**config.mk**
```make
export PLATFORM = sky130hd
export DESIGN_NAME = udp_pseudo_header_checksum_core
export DESIGN_NICKNAME = d
export VERILOG_FILES = /design/src/rtl/udpck_pkg.sv /design/src/rtl/udpck_pairer.sv /design/src/rtl/udpck_accum.sv /design/src/rtl/udp_pseudo_header_checksum_core.sv
export SDC_FILE = /design/constraint.sdc
export NUM_CORES = 1
export LEC_CHECK = 0
export ABC_CLOCK_PERIOD_IN_PS = 6900
export BUFFER_PORTS_ARGS = -buffer_cell sky130_fd_sc_hd__buf_2
export CORE_MARGIN = 2
export CORE_UTILIZATION = 55
export CTS_CLUSTER_SIZE = 30
export DETAILED_ROUTE_END_ITERATION = 7
export GPL_TIMING_DRIVEN = 0
export HOLD_SLACK_MARGIN = 0.08
export PLACE_DENSITY_LB_ADDON = 0.15
export SLEW_MARGIN = 10
export SYNTH_ARGS = -nofsm -noshare
export SYNTH_HDL_FRONTEND = slang
export SYNTH_SLANG_ARGS = --single-unit
```
**constraint.sdc**
```tcl
create_clock -name clk -period 6.9 [get_ports clk]
set_input_delay 1.035 -clock clk [delete_from_list [all_inputs] [get_ports clk]]
set_output_delay 1.035 -clock clk [all_outputs]
set_load 0.005 [all_outputs]
```
**src/rtl/udpck_pkg.sv**
```systemverilog
`timescale 1ns / 1ps
// shared constants and types for the udp pseudo-header checksum core
// no dependencies

package udpck_pkg;

  // byte position counter width within one packet
  localparam int POS_W = 17;

  // bytes of ipv4 pseudo-header in front of each datagram
  localparam logic [POS_W-1:0] PSEUDO_BYTES = 17'd12;
  // datagram offset of the checksum word, left out of the sum
  localparam logic [POS_W-1:0] SKIP_OFFSET  = 17'd6;
  // position counter saturates here, then alternates with POS_MAX - 1
  localparam logic [POS_W-1:0] POS_MAX      = 17'h1FFFF;

  // one paired word handed from the pairing stage to the accumulator
  typedef struct packed {
    logic        add;   // word takes part in the sum
    logic [15:0] word;  // big-endian pair, zero low byte when padded
    logic        last;  // closes the packet, checksum goes out
  } udpck_word_t;

endpackage

```
**src/rtl/udpck_pairer.sv**
```systemverilog
`timescale 1ns / 1ps
// byte pairing stage: tracks packet position, pairs bytes into words,
// marks the skipped checksum word; depends on udpck_pkg

module udpck_pairer (
  input  logic                clk,
  input  logic                rst_n,
  input  logic                in_tvalid,
  output logic                in_tready,
  input  logic [7:0]          in_tdata,
  input  logic                in_tlast,
  input  logic                advance,
  output logic                s1_valid,
  output udpck_pkg::udpck_word_t s1_item
);
  import udpck_pkg::*;

  logic [POS_W-1:0] pos_r, pos_nxt;
  logic [7:0]       held_r, held_nxt;
  logic             s1_valid_r, s1_valid_nxt;
  udpck_word_t      s1_item_r, s1_item_nxt;

  logic             accept;
  logic             in_pseudo;
  logic [POS_W-1:0] off;
  logic             seg_end;
  logic             skip_even;
  logic             skip_odd;

  assign in_tready = !s1_valid_r || advance;
  assign accept    = in_tvalid && in_tready;

  assign in_pseudo = pos_r < PSEUDO_BYTES;
  assign off       = in_pseudo ? pos_r : pos_r - PSEUDO_BYTES;
  assign seg_end   = in_tlast || (in_pseudo && (pos_r == PSEUDO_BYTES - 17'd1));
  assign skip_even = !in_pseudo && (off == SKIP_OFFSET);
  assign skip_odd  = !in_pseudo && ((off - 17'd1) == SKIP_OFFSET);

  always_comb begin
    s1_item_nxt.last = in_tlast;
    held_nxt         = held_r;
    pos_nxt          = pos_r;
    if (off[0] == 1'b0) begin
      // high byte of a word, or a padded odd final byte
      s1_item_nxt.word = {in_tdata, 8'h00};
      s1_item_nxt.add  = seg_end && !skip_even;
      held_nxt         = seg_end ? 8'h00 : in_tdata;
    end else begin
      s1_item_nxt.word = {held_r, in_tdata};
      s1_item_nxt.add  = !skip_odd;
      held_nxt         = 8'h00;
    end
    if (pos_r == POS_MAX) begin
      pos_nxt = POS_MAX - 17'd1;
    end else begin
      pos_nxt = pos_r + 17'd1;
    end
    if (in_tlast) begin
      pos_nxt  = '0;
      held_nxt = 8'h00;
    end
  end

  always_comb begin
    if (accept) begin
      s1_valid_nxt = 1'b1;
    end else if (advance) begin
      s1_valid_nxt = 1'b0;
    end else begin
      s1_valid_nxt = s1_valid_r;
    end
  end

  always_ff @(posedge clk) begin
    if (!rst_n) begin
      pos_r      <= '0;
      held_r     <= 8'h00;
      s1_valid_r <= 1'b0;
    end else begin
      s1_valid_r <= s1_valid_nxt;
      if (accept) begin
        pos_r  <= pos_nxt;
        held_r <= held_nxt;
      end
    end
  end

  always_ff @(posedge clk) begin
    if (accept) begin
      s1_item_r <= s1_item_nxt;
    end
  end

  assign s1_valid = s1_valid_r;
  assign s1_item  = s1_item_r;

  // a packet boundary leaves the pairing state clear
  a_last_clears: assert property (@(posedge clk) disable iff (!rst_n)
    accept && in_tlast |=> pos_r == '0 && held_r == 8'h00)
    else $error("pairing state not cleared after last byte");

  // a stalled word stays put until the accumulator takes it
  a_hold_stalled: assert property (@(posedge clk) disable iff (!rst_n)
    s1_valid_r && !advance |=> s1_valid_r && $stable(s1_item_r))
    else $error("stalled word changed or dropped");

  // an empty stage always takes a byte
  a_ready_when_empty: assert property (@(posedge clk) disable iff (!rst_n)
    !s1_valid_r |-> in_tready)
    else $error("input stalled with an empty stage");

endmodule

```
**src/rtl/udpck_accum.sv**
```systemverilog
`timescale 1ns / 1ps
// ones' complement accumulator and checksum output register
// depends on udpck_pkg

module udpck_accum (
  input  logic                clk,
  input  logic                rst_n,
  input  logic                s1_valid,
  input  udpck_pkg::udpck_word_t s1_item,
  output logic                advance,
  output logic                out_tvalid,
  input  logic                out_tready,
  output logic [15:0]         out_tdata
);
  import udpck_pkg::*;

  logic [15:0] acc_r, acc_nxt;
  logic        out_valid_r, out_valid_nxt;
  logic [15:0] out_data_r, out_data_nxt;

  logic [16:0] sum17;
  logic [15:0] acc_add;
  logic [15:0] acc_fin;

  // a closing word waits only while the previous checksum is still held
  assign advance = s1_valid && (!s1_item.last || !out_valid_r || out_tready);

  // end-around carry add
  assign sum17   = {1'b0, acc_r} + {1'b0, s1_item.word};
  assign acc_add = sum17[15:0] + {15'd0, sum17[16]};
  assign acc_fin = s1_item.add ? acc_add : acc_r;

  always_comb begin
    acc_nxt      = acc_r;
    out_data_nxt = out_data_r;
    if (advance) begin
      if (s1_item.last) begin
        acc_nxt      = 16'h0000;
        out_data_nxt = ~acc_fin;
      end else begin
        acc_nxt = acc_fin;
      end
    end
  end

  always_comb begin
    if (advance && s1_item.last) begin
      out_valid_nxt = 1'b1;
    end else if (out_tready) begin
      out_valid_nxt = 1'b0;
    end else begin
      out_valid_nxt = out_valid_r;
    end
  end

  always_ff @(posedge clk) begin
    if (!rst_n) begin
      acc_r       <= 16'h0000;
      out_valid_r <= 1'b0;
    end else begin
      acc_r       <= acc_nxt;
      out_valid_r <= out_valid_nxt;
    end
  end

  always_ff @(posedge clk) begin
    out_data_r <= out_data_nxt;
  end

  assign out_tvalid = out_valid_r;
  assign out_tdata  = out_data_r;

  // a checksum shows up only for a closing word
  a_result_src: assert property (@(posedge clk) disable iff (!rst_n)
    $rose(out_valid_r) |-> $past(advance && s1_item.last))
    else $error("checksum raised without a closing word");

  // the sum restarts from zero after each packet
  a_acc_cleared: assert property (@(posedge clk) disable iff (!rst_n)
    advance && s1_item.last |=> acc_r == 16'h0000)
    else $error("accumulator not cleared after packet");

  // a held checksum is never overwritten
  a_no_overrun: assert property (@(posedge clk) disable iff (!rst_n)
    s1_valid && s1_item.last && out_valid_r && !out_tready |-> !advance)
    else $error("closing word advanced over a pending checksum");

endmodule

```
**src/rtl/udp_pseudo_header_checksum_core.sv**
```systemverilog
`timescale 1ns / 1ps
// top level of the udp checksum core over ipv4 pseudo-header and datagram
// depends on udpck_pkg, udpck_pairer, udpck_accum

// Takes one packet byte per transaction: the 12 pseudo-header bytes first,
// then the udp datagram, in_tlast on the final byte. Bytes are paired
// big-endian into 16-bit words per segment and summed with end-around carry;
// the datagram word at offset 6 (the checksum field) is left out and an odd
// final byte is padded with a zero low byte. For each packet one 16-bit
// checksum (complement of the folded sum, zero not remapped) comes out after
// its last byte passes the pairing register and the output register. A byte
// is taken every cycle: the only loop is the 16-bit end-around add in the
// accumulator, and bytes of the next packet keep flowing while a checksum
// waits on out_tready; only the next closing byte stalls until it is taken.

module udp_pseudo_header_checksum_core (
  input  logic        clk,
  input  logic        rst_n,
  input  logic        in_tvalid,
  output logic        in_tready,
  input  logic [7:0]  in_tdata,   // [7:0] data_byte
  input  logic        in_tlast,   // last_byte
  output logic        out_tvalid,
  input  logic        out_tready,
  output logic [15:0] out_tdata   // [15:0] checksum
);
  import udpck_pkg::*;

  // pairing stage to accumulator
  logic        s1_valid;
  udpck_word_t s1_item;
  logic        advance;

  // position tracking, byte pairing, skip of the checksum field
  udpck_pairer u_pairer (
    .clk       (clk),
    .rst_n     (rst_n),
    .in_tvalid (in_tvalid),
    .in_tready (in_tready),
    .in_tdata  (in_tdata),
    .in_tlast  (in_tlast),
    .advance   (advance),
    .s1_valid  (s1_valid),
    .s1_item   (s1_item)
  );

  // ones' complement sum and checksum output register
  udpck_accum u_accum (
    .clk        (clk),
    .rst_n      (rst_n),
    .s1_valid   (s1_valid),
    .s1_item    (s1_item),
    .advance    (advance),
    .out_tvalid (out_tvalid),
    .out_tready (out_tready),
    .out_tdata  (out_tdata)
  );

endmodule
```
==> impl_results.rst, run 1 <==
.. list-table::
   :header-rows: 1

   * - Metric
     - Value
   * - List of most frequent post-synthesis cells
     - dfxtp_1 (43), nand2_1 (35), edfxtp_1 (34), a21oi_1 (33), clkbuf_1 (32)
   * - Post-synth top flop
     - dfxtp_1
   * - Clock tree root buffer cell
     - clkbuf_8
   * - Number of setup buffers added after CTS
     - 0
   * - Final worst slack
     - 2.65 ns
   * - Global-route usage over all layers
     - 27.2%
   * - Total of cells resized after clock tree synthesis
     - 0
   * - Drt drc
     - 0
   * - Vias per inst
     - 6.42
   * - Clk buf depth
     - 2
   * - Required time at the endpoint of the critical path
     - 7.00 ns
   * - Fin. Hold Viols
     - 0
   * - Number of instances in the synthesized netlist
     - 568
   * - Area growth from synthesis to layout
     - 9.40%
   * - Global route total overflow
     - 0
   * - Setup repair after global routing missed its margin
     - false
   * - Number of hold-repair buffers added at the cts stage
     - 0
   * - Share of flip-flops with an asynchronous set or reset
     - 0%
   * - Synthesis-stage register bit count
     - 77
   * - Routed Wire Length
     - 13400 um
   * - Cell variety after synth
     - 74
   * - Sum of negative setup slack
     - 0 ns
   * - Area of the mapped netlist
     - 5160 um2
   * - Total clock buffers created by CTS
     - 9
   * - Worst-case hold slack
     - 0.490 ns
   * - Max Fanout on Critical Path
     - 10
   * - Num ports
     - 31
   * - Core Region
     - 9150 um2
   * - Arrival @ worst endpoint
     - 4.35 ns
   * - Max-cap check violation count
     - 0
   * - Initial cell density of the core
     - 56.4%
   * - Clock tree from TritonCTS
     - built
   * - Number of detailed-routing iterations run before antenna repair
     - 7
   * - Startpoint type of the worst setup path
     - flop
   * - Post-Syn Area per Cell
     - 9.09 um2
   * - Core utilization of the finished layout
     - 61.7%
   * - Fraction of the yosys area taken by sequential cells
     - 36.5%
   * - Critical path capture point type
     - flop
   * - Clock insertion delay at the later pin of the skew report
     - 0.36 ns
   * - Max_slew headroom
     - 39.8%
   * - Synthesis warning total
     - 0
   * - Area contributors post-synth
     - edfxtp_1 (20%), dfxtp_1 (17%), ha_1 (5.8%), a21oi_1 (3.2%), nor2b_1 (2.7%)
   * - Leakage power figure
     - 0.00223 uW
   * - Number of global-route vias before repair
     - 4340
   * - DR iter-0 viols
     - 378
   * - Clk pin slew, worst setup/hold paths
     - 0.09 ns
   * - HPWL reported at the end of detailed placement
     - 10100 um
   * - Count leader, synth
     - dfxtp_1
   * - Run status
     - completed
   * - Width of the chip
     - 101 um
   * - Power Density
     - 175 nW/um2
   * - Layout cell share with drive strength beyond 1
     - 14.7%
   * - Maximum number of pins on one net before global-route repair
     - 27
   * - Time the final worst path needs with I/O delays and setup
     - 4.25 ns
   * - Largest incremental delay on the critical path
     - 0.47 ns
   * - Share of Yosys cell area claimed by the top area cell type
     - 19.8%
   * - Worst min-delay path category
     - reg2reg
   * - Die Span Y
     - 101 um
   * - First-pass GRT wire length
     - 21600 um
   * - Number of rows in the core area
     - 35
   * - Worst slack, placed
     - 2.75 ns
   * - Number of max-slew violations in the final report
     - 0
   * - Total vias in the final route
     - 4658
   * - Share of the cycle needed by the critical path after routing
     - 61.6%
   * - Number of antenna-violating nets in the routed design
     - 0
   * - Per-cell routed wire length
     - 18.5 um
   * - Slew at the pin closest to its max-slew limit
     - 0.898 ns
   * - Antenna violations before repair
     - 1
   * - Routability-driven placement congestion ratio
     - 0.968
   * - Final #Nets
     - 647
   * - Clock sink count
     - 77
   * - Number of inserted diodes
     - 0
   * - Post-Route Skew
     - 0.00952 ns
   * - Critical Path, Cell by Cell
     - ha_1 -> clkbuf_1 -> a21oi_1 -> o22ai_1 -> a211o_1 -> a41oi_1 -> nor2b_1 -> o21ai_0 -> nand2b_1 -> ha_1 -> nand3_1 -> inv_1 -> nand3_1 -> nor4_2 -> nand4_1 -> xnor2_1 -> mux2i_1
   * - Final setup fails
     - 0
   * - Synth area leader
     - edfxtp_1
   * - Deepest level of the CTS H-tree
     - 3
   * - Kind of critical path
     - reg2reg
   * - Worst VDD drop
     - 0.000124 V
   * - Count of input and output buffers
     - 29
   * - Max Fclk
     - 0.235 GHz
   * - Die outline area
     - 10200 um2
   * - Crit-path slowest cell
     - nor4_2
   * - Mapped Nets
     - 606
   * - Number of enable-type register cells in the synthesized netlist
     - 34
## sequential cells by signal (all words and copies together) (netlist names)
name                count
u_accum.acc_r          16
u_pairer.s1_item       18
u_accum.out_tdata      16
u_pairer.pos_r         17
u_pairer.s1_valid       1
u_accum.out_tvalid      1
u_pairer.held_r         8
## layout make-up
cell class,instances,area [um2]
well taps,111,139
clock inverters,7,63.8
multi-input cells,442,3090
plain buffers,37,150
flip-flops and latches,77,1880
repair buffers,30,156
fillers,798,3500
clock buffers,9,124
inverters,12,45.0
## through the flow
stage / std cells / area [um2] / total power (uW)
after detailed placement: 709 / 5460 / 656
after floorplan: 568 / 5160 / 613
after CTS: 725 / 5650 / 989
after global routing: 725 / 5650 / 1020
final: 725 / 5650 / 989
after global placement: 708 / 5450 / 651
## power breakdown
group,switching [uW],internal [uW],total (uW)
sequential,10.1,494,504
combinational,90.6,54.6,145
clock,201,139,340
## per-layer routing
metal  vias up  wire length, um  part of all wire, %  GRT usage [%]
met4         0              361                  2.7           9.91
met3        37              824                  6.2           4.65
met1      2190             6090                   46           37.4
li1       2271                -                    -              -
met5         -                0                    0              0
met2       160             6100                   46           43.2
## layout by cell type (no fill, tap or decap), types with 6 or more instances in the layout
cell type / netlist / routed
nand2_1: 35 / 35
xor2_1: 7 / 7
ha_1: 24 / 24
xnor2_1: 10 / 10
nor2_1: 31 / 30
a22oi_1: 9 / 9
and2_1: 17 / 17
mux2_2: 9 / 9
nand3_1: 24 / 24
clkbuf_1: 32 / 32
nand4_1: 8 / 8
edfxtp_1: 34 / 34
o21ai_1: 6 / 6
a21oi_1: 33 / 33
nand3b_1: 7 / 7
a211o_1: 9 / 9
a31oi_1: 14 / 14
o221a_2: 8 / 8
a21o_1: 7 / 7
buf_2: 3 / 32
o21ai_0: 22 / 22
clkbuf_8: 0 / 9
a211oi_1: 7 / 7
mux2i_1: 10 / 10
and3_1: 14 / 14
nor3_1: 17 / 17
inv_1: 11 / 11
dfxtp_1: 43 / 43
nor2b_1: 22 / 22
## critical path, delay by kind of cell, from the launching register on
family,cells,cell delay (ns)
AO/OA/AOI/OAI,5,0.87
XOR/XNOR,1,0.27
adder cells (fa/ha/maj),2,0.55
buffers and inverters,2,0.44
flip-flops,1,0.44
multiplexers,1,0.14
AND/OR/NAND/NOR,6,1.28
## logic make-up (layout without fill, tap and decap cells)
family / after synthesis / after routing / share of synthesized area, %
AOI/OAI and AO/OA: 169 / 169 / 23.2
xor gates and xnor gates: 17 / 17 / 2.88
adders and majority gates: 25 / 25 / 6.20
buffers and inverters: 49 / 95 / 3.78
DFF: 77 / 77 / 36.5
muxes: 20 / 20 / 4.19
and+or+nand+nor: 211 / 211 / 23.3
## final timing paths
| kind | slack, ns | cells after the start | from | to |
|---|---|---|---|---|
| min | 0.49 | 2 | u_accum.acc_r[11] | u_accum.acc_r[11] |
| max reg2reg | 2.65 | 17 | u_pairer.s1_item[8] | u_accum.out_tdata[15] |
| max | 2.65 | 17 | u_pairer.s1_item[8] | u_accum.out_tdata[15] |
| min reg2reg | 0.49 | 2 | u_accum.acc_r[11] | u_accum.acc_r[11] |
Note: power is estimated with default switching activity, not from simulation.
==> run 2, diff against run 1 <==
ABC_CLOCK_PERIOD_IN_PS = 3500   (was 6900)
clock period = 3.5 ns   (was 6.9 ns; I/O delays follow)
==> impl_results.rst, run 2 (synthesized netlist as in run 1, its figures left out) <==
.. list-table::
   :header-rows: 1

   * - Metric
     - Value
   * - Run status
     - finished with violations (was completed)
   * - Violated checks
     - negative setup slack
   * - Required time at the endpoint of the critical path
     - 3.62 ns (was 7.00 ns)
   * - Maximum number of pins on one net before global-route repair
     - 27 (unchanged)
   * - FF-to-FF path depth
     - 16 (was 17)
   * - Count of buffering cells on the critical path with inverters included
     - 1 (was 2)
   * - Number of rows in the core area
     - 35 (unchanged)
   * - Per-cell routed wire length
     - 19.1 um (was 18.5 um)
   * - Clock tree root buffer cell
     - clkbuf_8 (unchanged)
   * - Max-cap check violation count
     - 0 (unchanged)
   * - DR iter-0 viols
     - 332 (was 378)
   * - Global-route usage over all layers
     - 27.3% (was 27.2%)
   * - Commonest non-fill, non-tap cell in the layout
     - dfxtp_1 (unchanged)
   * - Setup repair after global routing missed its margin
     - true (was false)
   * - Worst slack, placed
     - -0.587 ns (was 2.75 ns)
   * - Met3 layer wire length in the routed design
     - 1040 um (was 824 um)
   * - Critical path depth
     - 16 (was 17)
   * - Power Density
     - 330 nW/um2 (was 175 nW/um2)
   * - Largest delay contributor family on the critical path
     - compound AO/OA/AOI/OAI gates (was simple AND/OR/NAND/NOR gates)
   * - Total vias in the final route
     - 4800 (was 4658)
   * - Max Fanout on Critical Path
     - 5 (was 10)
   * - Die outline area
     - 10200 um2 (unchanged)
   * - WL met1
     - 6050 um (was 6090 um)
   * - Clk buf depth
     - 2 (unchanged)
   * - Critical path capture point type
     - flop (unchanged)
   * - Num ports
     - 31 (unchanged)
   * - Die Span Y
     - 101 um (unchanged)
   * - Final setup fails
     - 23 (was 0)
   * - Final cell count without fillers
     - 736 (was 725)
   * - Number of max-slew violations in the final report
     - 0 (unchanged)
   * - Deepest level of the CTS H-tree
     - 3 (unchanged)
   * - Worst VDD drop
     - 0.000302 V (was 0.000124 V)
   * - Max_slew headroom
     - 39.9% (was 39.8%)
   * - Routed Wire Length
     - 14000 um (was 13400 um)
   * - Clock tree from TritonCTS
     - built (unchanged)
   * - Filler instances
     - 764 (was 798)
   * - HPWL reported at the end of detailed placement
     - 10100 um (about the same)
   * - Layout cell share with drive strength beyond 1
     - 21.4% (was 14.7%)
   * - Number of inserted diodes
     - 0 (unchanged)
   * - Fin. Hold Viols
     - 0 (unchanged)
   * - Area growth from synthesis to layout
     - 16.3% (was 9.40%)
   * - Number of global-route vias before repair
     - 4440 (was 4340)
   * - Worst-case hold slack
     - 0.353 ns (was 0.490 ns)
   * - Leakage power figure
     - 0.00233 uW (was 0.00223 uW)
   * - Core Region
     - 9150 um2 (unchanged)
   * - Routability-driven placement congestion ratio
     - 0.919 (was 0.968)
   * - Startpoint type of the worst setup path
     - flop (unchanged)
   * - Number of flip-flops in the largest register
     - 18 (unchanged)
   * - Clock insertion delay at the later pin of the skew report
     - 0.36 ns (about the same)
   * - First-pass GRT wire length
     - 21700 um (was 21600 um)
   * - Number of antenna-violating nets in the routed design
     - 0 (unchanged)
   * - Clock sink count
     - 77 (unchanged)
   * - Share of the cycle needed by the critical path after routing
     - 105% (was 61.6%)
   * - Crit-path slowest cell
     - edfxtp_1 (was nor4_2)
   * - Global route total overflow
     - 0 (unchanged)
   * - Count of input and output buffers
     - 29 (unchanged)
   * - Critical Path, Cell by Cell
     - ha_4 -> fa_2 -> a21o_1 -> a221o_1 -> a211o_1 -> a41oi_2 -> nor2b_1 -> o21ai_1 -> nand2b_1 -> ha_4 -> nand3_4 -> inv_4 -> nand3_4 -> nor4_4 -> a31o_1 -> a31o_2 (was ha_1 -> clkbuf_1 -> a21oi_1 -> o22ai_1 -> a211o_1 -> a41oi_1 -> nor2b_1 -> o21ai_0 -> nand2b_1 -> ha_1 -> nand3_1 -> inv_1 -> nand3_1 -> nor4_2 -> nand4_1 -> xnor2_1 -> mux2i_1)
   * - Width of the chip
     - 101 um (unchanged)
   * - Highest metal layer with signal wires
     - met4 (unchanged)
   * - Arrival @ worst endpoint
     - 3.81 ns (was 4.35 ns)
   * - Number of detailed-routing iterations run before antenna repair
     - 6 (was 7)
   * - Vias per inst
     - 6.52 (was 6.42)
   * - DP Cell Count
     - 709 (unchanged)
   * - Worst min-delay path category
     - in2reg (was reg2reg)
   * - Final worst slack
     - -0.189 ns (was 2.65 ns)
   * - Post-Route Skew
     - 0.00887 ns (was 0.00952 ns)
   * - Initial cell density of the core
     - 56.4% (unchanged)
   * - Core utilization of the finished layout
     - 65.6% (was 61.7%)
   * - Max Fclk
     - 0.271 GHz (was 0.235 GHz)
   * - Most used cells in the layout excluding fill and tap cells
     - dfxtp_1 (43), edfxtp_1 (34), nand2_1 (33), a21oi_1 (33), buf_2 (31) (was dfxtp_1 (43), nand2_1 (35), edfxtp_1 (34), a21oi_1 (33))
   * - Number of stages on the worst hold path
     - 1 (was 2)
   * - Slew at the pin closest to its max-slew limit
     - 0.896 ns (was 0.898 ns)
   * - Time the final worst path needs with I/O delays and setup
     - 3.69 ns (was 4.25 ns)
   * - Antenna violations before repair
     - 0 (was 1)
   * - Clk pin slew, worst setup/hold paths
     - 0.09 ns (about the same)
   * - Drt drc
     - 0 (unchanged)
   * - Routed met2 length
     - 6410 um (was 6100 um)
   * - Total clock buffers created by CTS
     - 9 (unchanged)
   * - Largest incremental delay on the critical path
     - 0.45 ns (was 0.47 ns)
   * - Kind of critical path
     - reg2reg (unchanged)
   * - Final #Nets
     - 658 (was 647)
   * - Number of hold-repair buffers added at the cts stage
     - 0 (unchanged)
run 2: changes by cell type in the layout (fill, tap and decap cells not counted), sizes merged:
cell	change
buf	+15
clkbuf	-4
run 2: layer usage:
| layer | global-route usage (%) | up-vias |
|---|---|---|
| met5 | 0 | - |
| met2 | 43.2 | 216 |
| met4 | 13.2 | 0 |
| li1 | - | 2276 |
| met3 | 5.06 | 42 |
| met1 | 35.8 | 2266 |
run 2: per-stage QoR:
step | power (uW) | area (um2) | setup TNS [ns]
after floorplan | 1210 | 5170 | 0
after global placement | 1290 | 5460 | -6.29
after detailed placement | 1290 | 5470 | -8.29
after CTS | 1960 | 5800 | -2.67
after global routing | 2050 | 6000 | -4.42
final | 1980 | 6000 | -2.13
run 2: layout make-up:
type                    instances  area, um2  area share, %
plain buffers                  32        130           2.17
clock buffers                   9        124           2.06
clock inverters                 7       63.8           1.06
inverters                      12       47.5          0.792
multi-input cells             442       3340           55.6
flip-flops and latches         77       1880           31.3
well taps                     111        139           2.31
repair buffers                 46        280           4.67
run 2: worst paths after layout:
kind	startpoint	endpoint	slack, ns
setup reg to reg	u_pairer.s1_item[1]	u_accum.out_tdata[13]	-0.19
setup / recovery	u_pairer.s1_item[1]	u_accum.out_tdata[13]	-0.19
hold reg to reg	u_accum.acc_r[11]	u_accum.acc_r[11]	0.50
hold / removal	in_tlast	u_pairer.s1_item[0]	0.35
run 2: where the power goes:
group,internal [uW],switching (uW)
Combinational,134,193
Clock,273,381
Sequential,973,24.7
Total,1380,599
run 2: timing repair:
action | 4_1_cts | 5_1_grt
endpoints found under the setup margin | 29 | 28
cloned | 0 | 0
pin swaps | 12 | 22
resized for setup | 25 | 24
setup buffers | 7 | 9
